<file path="src/rtl/hrsp_pkg.sv">
// shared types and constants of the hex record stream parser
package hrsp_pkg;

  // line parse phase, one-hot
  typedef enum logic [6:0] {
    PH_COLON = 7'b0000001,
    PH_COUNT = 7'b0000010,
    PH_ADDR  = 7'b0000100,
    PH_TYPE  = 7'b0001000,
    PH_SEG   = 7'b0010000,
    PH_DATA  = 7'b0100000,
    PH_SKIP  = 7'b1000000
  } phase_t;

  // result kinds
  localparam logic [1:0] KIND_TENTATIVE = 2'd0;
  localparam logic [1:0] KIND_ACCEPT    = 2'd1;
  localparam logic [1:0] KIND_FMT_ERR   = 2'd2;
  localparam logic [1:0] KIND_OVERFLOW  = 2'd3;

  // record types
  localparam logic [7:0] REC_DATA    = 8'h00;
  localparam logic [7:0] REC_END     = 8'h01;
  localparam logic [7:0] REC_SEGMENT = 8'h02;

  // characters
  localparam logic [7:0] CH_COLON   = 8'h3A;
  localparam logic [7:0] CH_NEWLINE = 8'h0A;

  localparam logic [20:0] FLASH_SIZE_RESET = 21'h040000;

  // one input character with its file-start flag
  typedef struct packed {
    logic [7:0] ch;
    logic       new_file;
  } item_t;

  // one result item
  typedef struct packed {
    logic [1:0]  kind;
    logic [20:0] byte_address;
    logic [7:0]  byte_value;
    logic [20:0] highest_address;
  } result_t;

endpackage

</file>
<file path="src/rtl/hex_record_stream_parser.sv">
// top level of the hex record stream parser
// Takes the text of an Intel HEX file one character per transfer on the in_
// channel (in_new_file restarts addressing and the stop state before that
// character) and gives data bytes, record accepts, format errors and
// overflows on the out_ channel, at most one result per character.
// Both channels use valid/stall; a transfer happens when valid is high and
// stall is low. The flash size is written through cfg_valid/cfg_ready;
// the user must write it only while idle, which the block does not enforce.
// cfg_ready is always high. Throughput: one character per cycle while
// nothing stalls. A character sits in the input register, is parsed by
// combinational logic and its result is loaded into the output register,
// which drives out_valid. When out_stall holds a result, characters that
// make no result keep flowing; one that makes a result waits in the input
// register and then in_stall rises. Synchronous reset empties both
// registers, restarts the line parser with address, highest address and
// stop state cleared, and sets flash size to 262144.
module hex_record_stream_parser (
  input  logic        clk,
  input  logic        rst_n,
  input  logic        in_valid,
  output logic        in_stall,
  input  logic [7:0]  in_ch,
  input  logic        in_new_file,
  output logic        out_valid,
  input  logic        out_stall,
  output logic [1:0]  out_kind,
  output logic [20:0] out_byte_address,
  output logic [7:0]  out_byte_value,
  output logic [20:0] out_highest_address,
  input  logic        cfg_valid,
  output logic        cfg_ready,
  input  logic [20:0] cfg_flash_size
);

  logic              item_valid;
  hrsp_pkg::item_t   item;
  logic              take;
  logic              res_valid;
  hrsp_pkg::result_t res;
  logic              out_free;

  // input register
  hrsp_in_stage u_in_stage (
    .clk        (clk),
    .rst_n      (rst_n),
    .in_valid   (in_valid),
    .in_ch      (in_ch),
    .in_new_file(in_new_file),
    .in_stall   (in_stall),
    .take       (take),
    .item_valid (item_valid),
    .item       (item)
  );

  // parser state and logic
  hrsp_core u_core (
    .clk           (clk),
    .rst_n         (rst_n),
    .item_valid    (item_valid),
    .item          (item),
    .out_free      (out_free),
    .take          (take),
    .res_valid     (res_valid),
    .res           (res),
    .cfg_valid     (cfg_valid),
    .cfg_ready     (cfg_ready),
    .cfg_flash_size(cfg_flash_size)
  );

  // result register
  hrsp_out_stage u_out_stage (
    .clk                (clk),
    .rst_n              (rst_n),
    .load               (take && res_valid),
    .res_in             (res),
    .out_free           (out_free),
    .out_valid          (out_valid),
    .out_stall          (out_stall),
    .out_kind           (out_kind),
    .out_byte_address   (out_byte_address),
    .out_byte_value     (out_byte_value),
    .out_highest_address(out_highest_address)
  );

  // stall only with a character waiting in the input register
  a_stall_needs_item: assert property (@(posedge clk) disable iff (!rst_n)
    in_stall |-> item_valid)
    else $error("input stalled with empty input register");

  // format errors carry no byte
  a_err_no_byte: assert property (@(posedge clk) disable iff (!rst_n)
    out_valid && (out_kind == hrsp_pkg::KIND_FMT_ERR)
      |-> (out_byte_address == 21'd0) && (out_byte_value == 8'd0))
    else $error("format error result carries a byte");

  // an accepted record's last byte lies within the highest address
  a_accept_in_range: assert property (@(posedge clk) disable iff (!rst_n)
    out_valid && (out_kind == hrsp_pkg::KIND_ACCEPT)
      |-> (out_highest_address >= out_byte_address))
    else $error("accepted byte above highest address");

  // a result is only loaded when the output register can take it
  a_load_free: assert property (@(posedge clk) disable iff (!rst_n)
    take && res_valid |-> out_free)
    else $error("result loaded into a full output register");

endmodule

</file>
<file path="src/rtl/hrsp_in_stage.sv">
// input register stage of the hex record stream parser
module hrsp_in_stage (
  input  logic            clk,
  input  logic            rst_n,
  input  logic            in_valid,
  input  logic [7:0]      in_ch,
  input  logic            in_new_file,
  output logic            in_stall,
  input  logic            take,
  output logic            item_valid,
  output hrsp_pkg::item_t item
);

  logic            valid_r;
  logic            valid_nxt;
  hrsp_pkg::item_t item_r;
  logic            accept;

  // hold off only while a character waits and cannot move on
  assign in_stall = valid_r && !take;
  assign accept   = in_valid && !in_stall;

  always_comb begin
    valid_nxt = valid_r;
    if (accept) begin
      valid_nxt = 1'b1;
    end else if (take) begin
      valid_nxt = 1'b0;
    end
  end

  always_ff @(posedge clk) begin
    if (!rst_n) begin
      valid_r <= 1'b0;
    end else begin
      valid_r <= valid_nxt;
    end
  end

  // payload, no reset
  always_ff @(posedge clk) begin
    if (accept) begin
      item_r.ch       <= in_ch;
      item_r.new_file <= in_new_file;
    end
  end

  assign item_valid = valid_r;
  assign item       = item_r;

endmodule

</file>
<file path="src/rtl/hrsp_core.sv">
// parse state and per-character logic of the hex record stream parser
module hrsp_core (
  input  logic              clk,
  input  logic              rst_n,
  input  logic              item_valid,
  input  hrsp_pkg::item_t   item,
  input  logic              out_free,
  output logic              take,
  output logic              res_valid,
  output hrsp_pkg::result_t res,
  input  logic              cfg_valid,
  output logic              cfg_ready,
  input  logic [20:0]       cfg_flash_size
);

  hrsp_pkg::phase_t phase_r, phase_nxt, e_phase;
  logic [1:0]  dc_r, dc_nxt, e_dc;
  logic [15:0] acc_r, acc_nxt, e_acc;
  logic [7:0]  len_r, len_nxt, e_len;
  logic [7:0]  bl_r, bl_nxt, e_bl;
  logic [20:0] ra_r, ra_nxt, e_ra;
  logic [20:0] rs_r, rs_nxt, e_rs;
  logic [20:0] max_r, max_nxt, e_max;
  logic        stop_r, stop_nxt, e_stop;
  logic [20:0] flash_r;

  logic        nib_ok;
  logic [3:0]  nib;
  logic [15:0] acc_new;
  logic        need4;
  logic        last_digit;
  logic [7:0]  offs;
  logic [20:0] data_addr;
  logic [21:0] rec_end;
  logic [21:0] end_m1;
  logic        overflow;
  logic [7:0]  bl_dec;

  // flash size; user must write it only while idle, block does not check
  assign cfg_ready = 1'b1;

  always_ff @(posedge clk) begin
    if (!rst_n) begin
      flash_r <= hrsp_pkg::FLASH_SIZE_RESET;
    end else if (cfg_valid && cfg_ready) begin
      flash_r <= cfg_flash_size;
    end
  end

  // state as seen by this character, after an optional file restart
  always_comb begin
    if (item.new_file) begin
      e_phase = hrsp_pkg::PH_COLON;
      e_dc    = 2'd0;
      e_acc   = 16'd0;
      e_len   = 8'd0;
      e_bl    = 8'd0;
      e_ra    = 21'd0;
      e_rs    = 21'd0;
      e_max   = 21'd0;
      e_stop  = 1'b0;
    end else begin
      e_phase = phase_r;
      e_dc    = dc_r;
      e_acc   = acc_r;
      e_len   = len_r;
      e_bl    = bl_r;
      e_ra    = ra_r;
      e_rs    = rs_r;
      e_max   = max_r;
      e_stop  = stop_r;
    end
  end

  // hex digit decode, ':' through '?' count as 10 to 15
  always_comb begin
    nib_ok = 1'b0;
    nib    = 4'd0;
    if (item.ch >= 8'h61) begin
      nib_ok = (item.ch <= 8'h66);
      nib    = 4'(item.ch[2:0]) + 4'd9;
    end else if (item.ch >= 8'h41) begin
      nib_ok = (item.ch <= 8'h46);
      nib    = 4'(item.ch[2:0]) + 4'd9;
    end else if (item.ch >= 8'h30) begin
      nib_ok = (item.ch <= 8'h3F);
      nib    = item.ch[3:0];
    end
  end

  assign acc_new    = {e_acc[11:0], nib};
  assign need4      = (e_phase == hrsp_pkg::PH_ADDR) || (e_phase == hrsp_pkg::PH_SEG);
  assign last_digit = need4 ? (e_dc == 2'd3) : (e_dc != 2'd0);

  // data byte address and record end
  assign offs      = e_len - e_bl;
  assign data_addr = e_rs + {13'd0, offs};
  assign rec_end   = {1'b0, e_rs} + {14'd0, e_len};
  assign end_m1    = rec_end - 22'd1;
  assign overflow  = rec_end > {1'b0, flash_r};
  assign bl_dec    = e_bl - 8'd1;

  // next state and result
  always_comb begin
    phase_nxt = e_phase;
    dc_nxt    = e_dc;
    acc_nxt   = e_acc;
    len_nxt   = e_len;
    bl_nxt    = e_bl;
    ra_nxt    = e_ra;
    rs_nxt    = e_rs;
    max_nxt   = e_max;
    stop_nxt  = e_stop;
    res_valid = 1'b0;
    res.kind         = hrsp_pkg::KIND_FMT_ERR;
    res.byte_address = 21'd0;
    res.byte_value   = 8'd0;

    if (!e_stop) begin
      case (e_phase)
        hrsp_pkg::PH_COLON: begin
          if (item.ch != hrsp_pkg::CH_COLON) begin
            stop_nxt  = 1'b1;
            res_valid = 1'b1;
          end else begin
            phase_nxt = hrsp_pkg::PH_COUNT;
            dc_nxt    = 2'd0;
            acc_nxt   = 16'd0;
          end
        end
        hrsp_pkg::PH_SKIP: begin
          if (item.ch == hrsp_pkg::CH_NEWLINE) begin
            phase_nxt = hrsp_pkg::PH_COLON;
          end
        end
        hrsp_pkg::PH_COUNT, hrsp_pkg::PH_ADDR, hrsp_pkg::PH_TYPE,
        hrsp_pkg::PH_SEG, hrsp_pkg::PH_DATA: begin
          if (!nib_ok) begin
            stop_nxt  = 1'b1;
            res_valid = 1'b1;
          end else if (!last_digit) begin
            dc_nxt  = e_dc + 2'd1;
            acc_nxt = acc_new;
          end else begin
            dc_nxt  = 2'd0;
            acc_nxt = 16'd0;
            case (e_phase)
              hrsp_pkg::PH_COUNT: begin
                len_nxt   = acc_new[7:0];
                phase_nxt = hrsp_pkg::PH_ADDR;
              end
              hrsp_pkg::PH_ADDR: begin
                ra_nxt    = {1'b0, e_ra[19:16], acc_new};
                rs_nxt    = {1'b0, e_ra[19:16], acc_new};
                phase_nxt = hrsp_pkg::PH_TYPE;
              end
              hrsp_pkg::PH_TYPE: begin
                if (acc_new[7:0] == hrsp_pkg::REC_SEGMENT) begin
                  phase_nxt = hrsp_pkg::PH_SEG;
                end else if (acc_new[7:0] == hrsp_pkg::REC_END) begin
                  phase_nxt = hrsp_pkg::PH_SKIP;
                end else if (acc_new[7:0] == hrsp_pkg::REC_DATA) begin
                  if (e_len == 8'd0) begin
                    phase_nxt = hrsp_pkg::PH_SKIP;
                  end else begin
                    bl_nxt    = e_len;
                    phase_nxt = hrsp_pkg::PH_DATA;
                  end
                end else begin
                  stop_nxt  = 1'b1;
                  res_valid = 1'b1;
                end
              end
              hrsp_pkg::PH_SEG: begin
                ra_nxt    = {1'b0, acc_new, 4'h0};
                phase_nxt = hrsp_pkg::PH_SKIP;
              end
              default: begin
                // data byte
                bl_nxt           = bl_dec;
                res_valid        = 1'b1;
                res.byte_address = data_addr;
                res.byte_value   = acc_new[7:0];
                if (bl_dec != 8'd0) begin
                  res.kind = hrsp_pkg::KIND_TENTATIVE;
                end else if (overflow) begin
                  stop_nxt = 1'b1;
                  res.kind = hrsp_pkg::KIND_OVERFLOW;
                end else begin
                  if ({1'b0, e_max} < end_m1) begin
                    max_nxt = end_m1[20:0];
                  end
                  ra_nxt    = 21'(rec_end + 22'd1);
                  phase_nxt = hrsp_pkg::PH_SKIP;
                  res.kind  = hrsp_pkg::KIND_ACCEPT;
                end
              end
            endcase
          end
        end
        default: begin
          if (item.ch == hrsp_pkg::CH_NEWLINE) begin
            phase_nxt = hrsp_pkg::PH_COLON;
          end
        end
      endcase
    end
    res.highest_address = max_nxt;
  end

  // a character moves on unless its result would hit a full output register
  assign take = item_valid && (out_free || !res_valid);

  always_ff @(posedge clk) begin
    if (!rst_n) begin
      phase_r <= hrsp_pkg::PH_COLON;
      dc_r    <= 2'd0;
      acc_r   <= 16'd0;
      len_r   <= 8'd0;
      bl_r    <= 8'd0;
      ra_r    <= 21'd0;
      rs_r    <= 21'd0;
      max_r   <= 21'd0;
      stop_r  <= 1'b0;
    end else if (take) begin
      phase_r <= phase_nxt;
      dc_r    <= dc_nxt;
      acc_r   <= acc_nxt;
      len_r   <= len_nxt;
      bl_r    <= bl_nxt;
      ra_r    <= ra_nxt;
      rs_r    <= rs_nxt;
      max_r   <= max_nxt;
      stop_r  <= stop_nxt;
    end
  end

endmodule

</file>
<file path="src/rtl/hrsp_out_stage.sv">
// result register stage of the hex record stream parser
module hrsp_out_stage (
  input  logic              clk,
  input  logic              rst_n,
  input  logic              load,
  input  hrsp_pkg::result_t res_in,
  output logic              out_free,
  output logic              out_valid,
  input  logic              out_stall,
  output logic [1:0]        out_kind,
  output logic [20:0]       out_byte_address,
  output logic [7:0]        out_byte_value,
  output logic [20:0]       out_highest_address
);

  logic              valid_r;
  logic              valid_nxt;
  hrsp_pkg::result_t res_r;

  // register can take a new result when empty or draining this cycle
  assign out_free = !valid_r || !out_stall;

  always_comb begin
    valid_nxt = valid_r;
    if (load) begin
      valid_nxt = 1'b1;
    end else if (!out_stall) begin
      valid_nxt = 1'b0;
    end
  end

  always_ff @(posedge clk) begin
    if (!rst_n) begin
      valid_r <= 1'b0;
    end else begin
      valid_r <= valid_nxt;
    end
  end

  // payload, no reset
  always_ff @(posedge clk) begin
    if (load) begin
      res_r <= res_in;
    end
  end

  assign out_valid           = valid_r;
  assign out_kind            = res_r.kind;
  assign out_byte_address    = res_r.byte_address;
  assign out_byte_value      = res_r.byte_value;
  assign out_highest_address = res_r.highest_address;

endmodule
</file>
<file path="config.mk">
export PLATFORM = sky130hd
export DESIGN_NAME = hex_record_stream_parser
export DESIGN_NICKNAME = d
export VERILOG_FILES = /design/src/rtl/hrsp_pkg.sv /design/src/rtl/hex_record_stream_parser.sv /design/src/rtl/hrsp_in_stage.sv /design/src/rtl/hrsp_core.sv /design/src/rtl/hrsp_out_stage.sv
export SDC_FILE = /design/constraint.sdc
export NUM_CORES = 1
export LEC_CHECK = 0
export BUFFER_PORTS_ARGS = -buffer_cell sky130_fd_sc_hd__buf_2
export CAP_MARGIN = 20
export CORE_MARGIN = 1.5
export CORE_UTILIZATION = 45
export CTS_BUF_LIST = sky130_fd_sc_hd__clkbuf_8
export CTS_CLUSTER_DIAMETER = 100
export DETAILED_ROUTE_END_ITERATION = 6
export PLACE_DENSITY = 0.65
export SLEW_MARGIN = 20
export SYNTH_ARGS = -nofsm -noshare
export SYNTH_HDL_FRONTEND = slang
export SYNTH_SLANG_ARGS = --single-unit
</file>
<file path="constraint.sdc">
create_clock -name clk -period 7.31 [get_ports clk]
set_input_delay 0.731 -clock clk [delete_from_list [all_inputs] [get_ports clk]]
set_output_delay 0.731 -clock clk [all_outputs]
set_load 0.005 [all_outputs]
</file>
==> metrics.cfg <==
[status]
status = completed

[yosys]
synthesis.area_um2 = 11600
synth_area_leaders = dfxtp_1 18%, edfxtp_1 16%, ha_1 6.2%
yosysUniqueCellTypes = 108
ys_ff_latch = 168
synth_edf_count = 61
synthFlopType = dfxtp_1
syn_inst = 1340
yosys.area.top_type = dfxtp_1
synth.top_cell.area_share = 0.185
syn_avg_cell_area_um2 = 8.65
synth-async-reset-ratio = 0
ys_warn_count = 0
syn-num-nets = 1432
yosysSeqAreaShare = 0.343

[cells_and_area]
fin_cells = 1734
nets = 1483
design_area_um2 = 12700
final_util = 0.502
layout_common_cells = 172 x nor2_1, 107 x dfxtp_1, 88 x buf_2
area_growth_pct = 9.34
final_common_cell = nor2_1
drive_above_1_share = 0.150
num_antenna_cells = 0
n_fill_cell = 2484

[run]
maxCapViolCount = 0

[placed_design]
dp_hpwl_mm = 24.7
port_buffers = 88
dpl_cell_area_um2 = 12200
gp_congestion = 0.962
dp.cells = 1701

[timing]
hold_violations = 0
finalSetupTns_ns = 0
holdWs_ns = 0.422
tightest_slew_ns = 1.09
period_share = 0.884
slew_violations = 0
fin_skew_ns = 0.0311
slew_headroom = 0.272
setup_viol = 0
finalCriticalPeriod_ns = 6.46
rsz0062_at_grt = false
fmax_mhz = 155

[floorplanning]
fp.dieW_um = 164
pin_count = 90
fp.dieArea_um2 = 26700
fp.dieH_um = 164
rows = 58
placeableCoreArea_um2 = 25300
start_util = 0.459

[global_route]
antenna_found_initial = 0
grt_usage = 0.255
first_global_vias = 9588
grt_max_degree = 78
grt_pass1_wl_mm = 53.3
grt_remaining_overflow = 0

[setup_path]
critical_path_class = flip-flop to flip-flop
cp.arrival_ns = 6.69
critical_path.max_fanout = 22
crit_path_end_kind = flip-flop
startpoint_type = flip-flop
cp.required_ns = 7.54

[clock_network]
cts_max_level = 4
ctsHoldBuffers = 0
path_clk_slew_ns = 0.11
cts-buffers-inserted = 17
clk_latency_ns = 0.48
cts_buffer_depth = 2
cts_tree = built
cts_sinks = 168
cts_root_buf = clkbuf_8

[detailed_routing]
wire_per_inst_um = 19.6
viasPerCell = 5.99
firstDrtPassIters = 6
dr_total_vias = 10400
drc = 0
dr.first_iter.drc_count = 1089
antenna_left = 0
route.final.wire_length_mm = 34.0

[power_and_ir_drop]
p_leak_nw = 5.01
max-vdd-ir-drop_v = 0.000108
powerDensity_nw_per_um2 = 148

[worst_hold_path]
hp-class = input port to flip-flop

-- flip-flops by register name, summed over array words and instances, names as in the netlist --
register / count
u_core.acc_r: 12
u_core.bl_r: 8
u_core.dc_r: 2
u_core.flash_r: 21
u_core.len_r: 8
u_core.max_r: 21
u_core.phase_r: 7
u_core.ra_r: 4
u_core.rs_r: 21
u_core.stop_r: 1
u_in_stage.item: 9
u_in_stage.item_valid: 1
u_out_stage.out_byte_address: 21
u_out_stage.out_byte_value: 8
u_out_stage.out_highest_address: 21
u_out_stage.out_kind: 2
u_out_stage.out_valid: 1
-- worst paths after layout --
path / startpoint / end / slack (ns) / depth (start not counted)
max: u_in_stage.item[0] / u_out_stage.out_highest_address[14] / 0.85 / 22
min: in_ch[0] / u_in_stage.item[1] / 0.42 / 1
max reg2reg: u_in_stage.item[0] / u_out_stage.out_highest_address[14] / 0.85 / 22
min reg2reg: u_core.max_r[7] / u_core.max_r[7] / 0.47 / 1
-- stage by stage --
stage	power, mW	worst slack, ns
4_1_cts	1.89	0.678
3_3_place_gp	1.16	0.909
5_1_grt	1.94	0.230
2_1_floorplan	1.11	0.0677
6_report	1.87	0.847
3_5_place_dp	1.17	0.720
-- Yosys cell counts, drive strengths merged, types with 12 or more instances --
master and n:
nor4 16, o2bb2ai 18, a21oi 60, mux2i 23, nor2 176, nor2b 57
inv 50, clkbuf 42, xnor2 41, a22oi 44, o21ai 100, buf 34
nand2b 16, nor3 38, ha 57, and3 18, nand3 34, nand2 86
o211ai 13, xor2 34, a31oi 16, or3 12, dfxtp 107, nand4 22
edfxtp 61, a211oi 14
-- what timing repair did --
action                                  CTS  global route
endpoints found under the setup margin    0            15
gates resized for setup                   0             1
endpoints found under the hold margin     0             0
setup buffers                             0             0
-- metal layers --
metal | GRT usage | up-vias | routed length (um)
li1 | - | 5013 | -
met1 | 0.356 | 4936 | 15500
met2 | 0.406 | 373 | 15500
met3 | 0.0383 | 62 | 2250
met4 | 0.0756 | 0 | 796
met5 | 0 | - | 0
-- where the power goes --
group          switching, mW  internal [mW]  leakage (nW)
logic                 0.0956         0.0478          3.32
clock network          0.430          0.298         0.218
registers             0.0143          0.989          1.48
total                  0.540           1.33          5.01
-- critical path, stage by stage, from the launching register on --
cell	delay, ns
edfxtp_1	0.60
nor2b_1	0.12
ha_1	0.24
maj3_2	0.32
o2111ai_2	0.29
a21oi_1	0.14
nor2_1	0.39
xor2_1	0.40
inv_1	0.17
nor4b_1	0.39
and3_1	0.33
nor3b_1	0.25
xor2_1	0.27
inv_1	0.07
ha_1	0.19
a2111oi_0	0.39
nand3_1	0.12
a211oi_1	0.25
or3b_2	0.21
or4_1	0.16
nand3_2	0.40
o21ai_0	0.36
o21ai_0	0.12
-- area by class of cell --
cell class | count | area, um2 | area share
Clock inverter | 15 | 203 | 0.0160
Tap cell | 330 | 413 | 0.0326
Multi-Input combinational cell | 1045 | 7070 | 0.557
Inverter | 51 | 191 | 0.0151
Clock buffer | 17 | 234 | 0.0185
Timing Repair Buffer | 108 | 594 | 0.0469
Sequential cell | 168 | 3970 | 0.314
-- cells by family (layout without fill, tap and decap cells) --
kind of cell,count (synthesis),count (layout),synth area share
AND/OR/NAND/NOR,529,529,0.239
AO/OA/AOI/OAI,352,352,0.217
flip-flops,168,168,0.343
buffers and inverters,127,191,0.0493
XOR/XNOR,79,79,0.0671
adder cells (fa/ha/maj),60,60,0.0642
multiplexers,24,24,0.0208
other,1,1,0.000323
No activity file was read; power rests on OpenSTA's default activity.
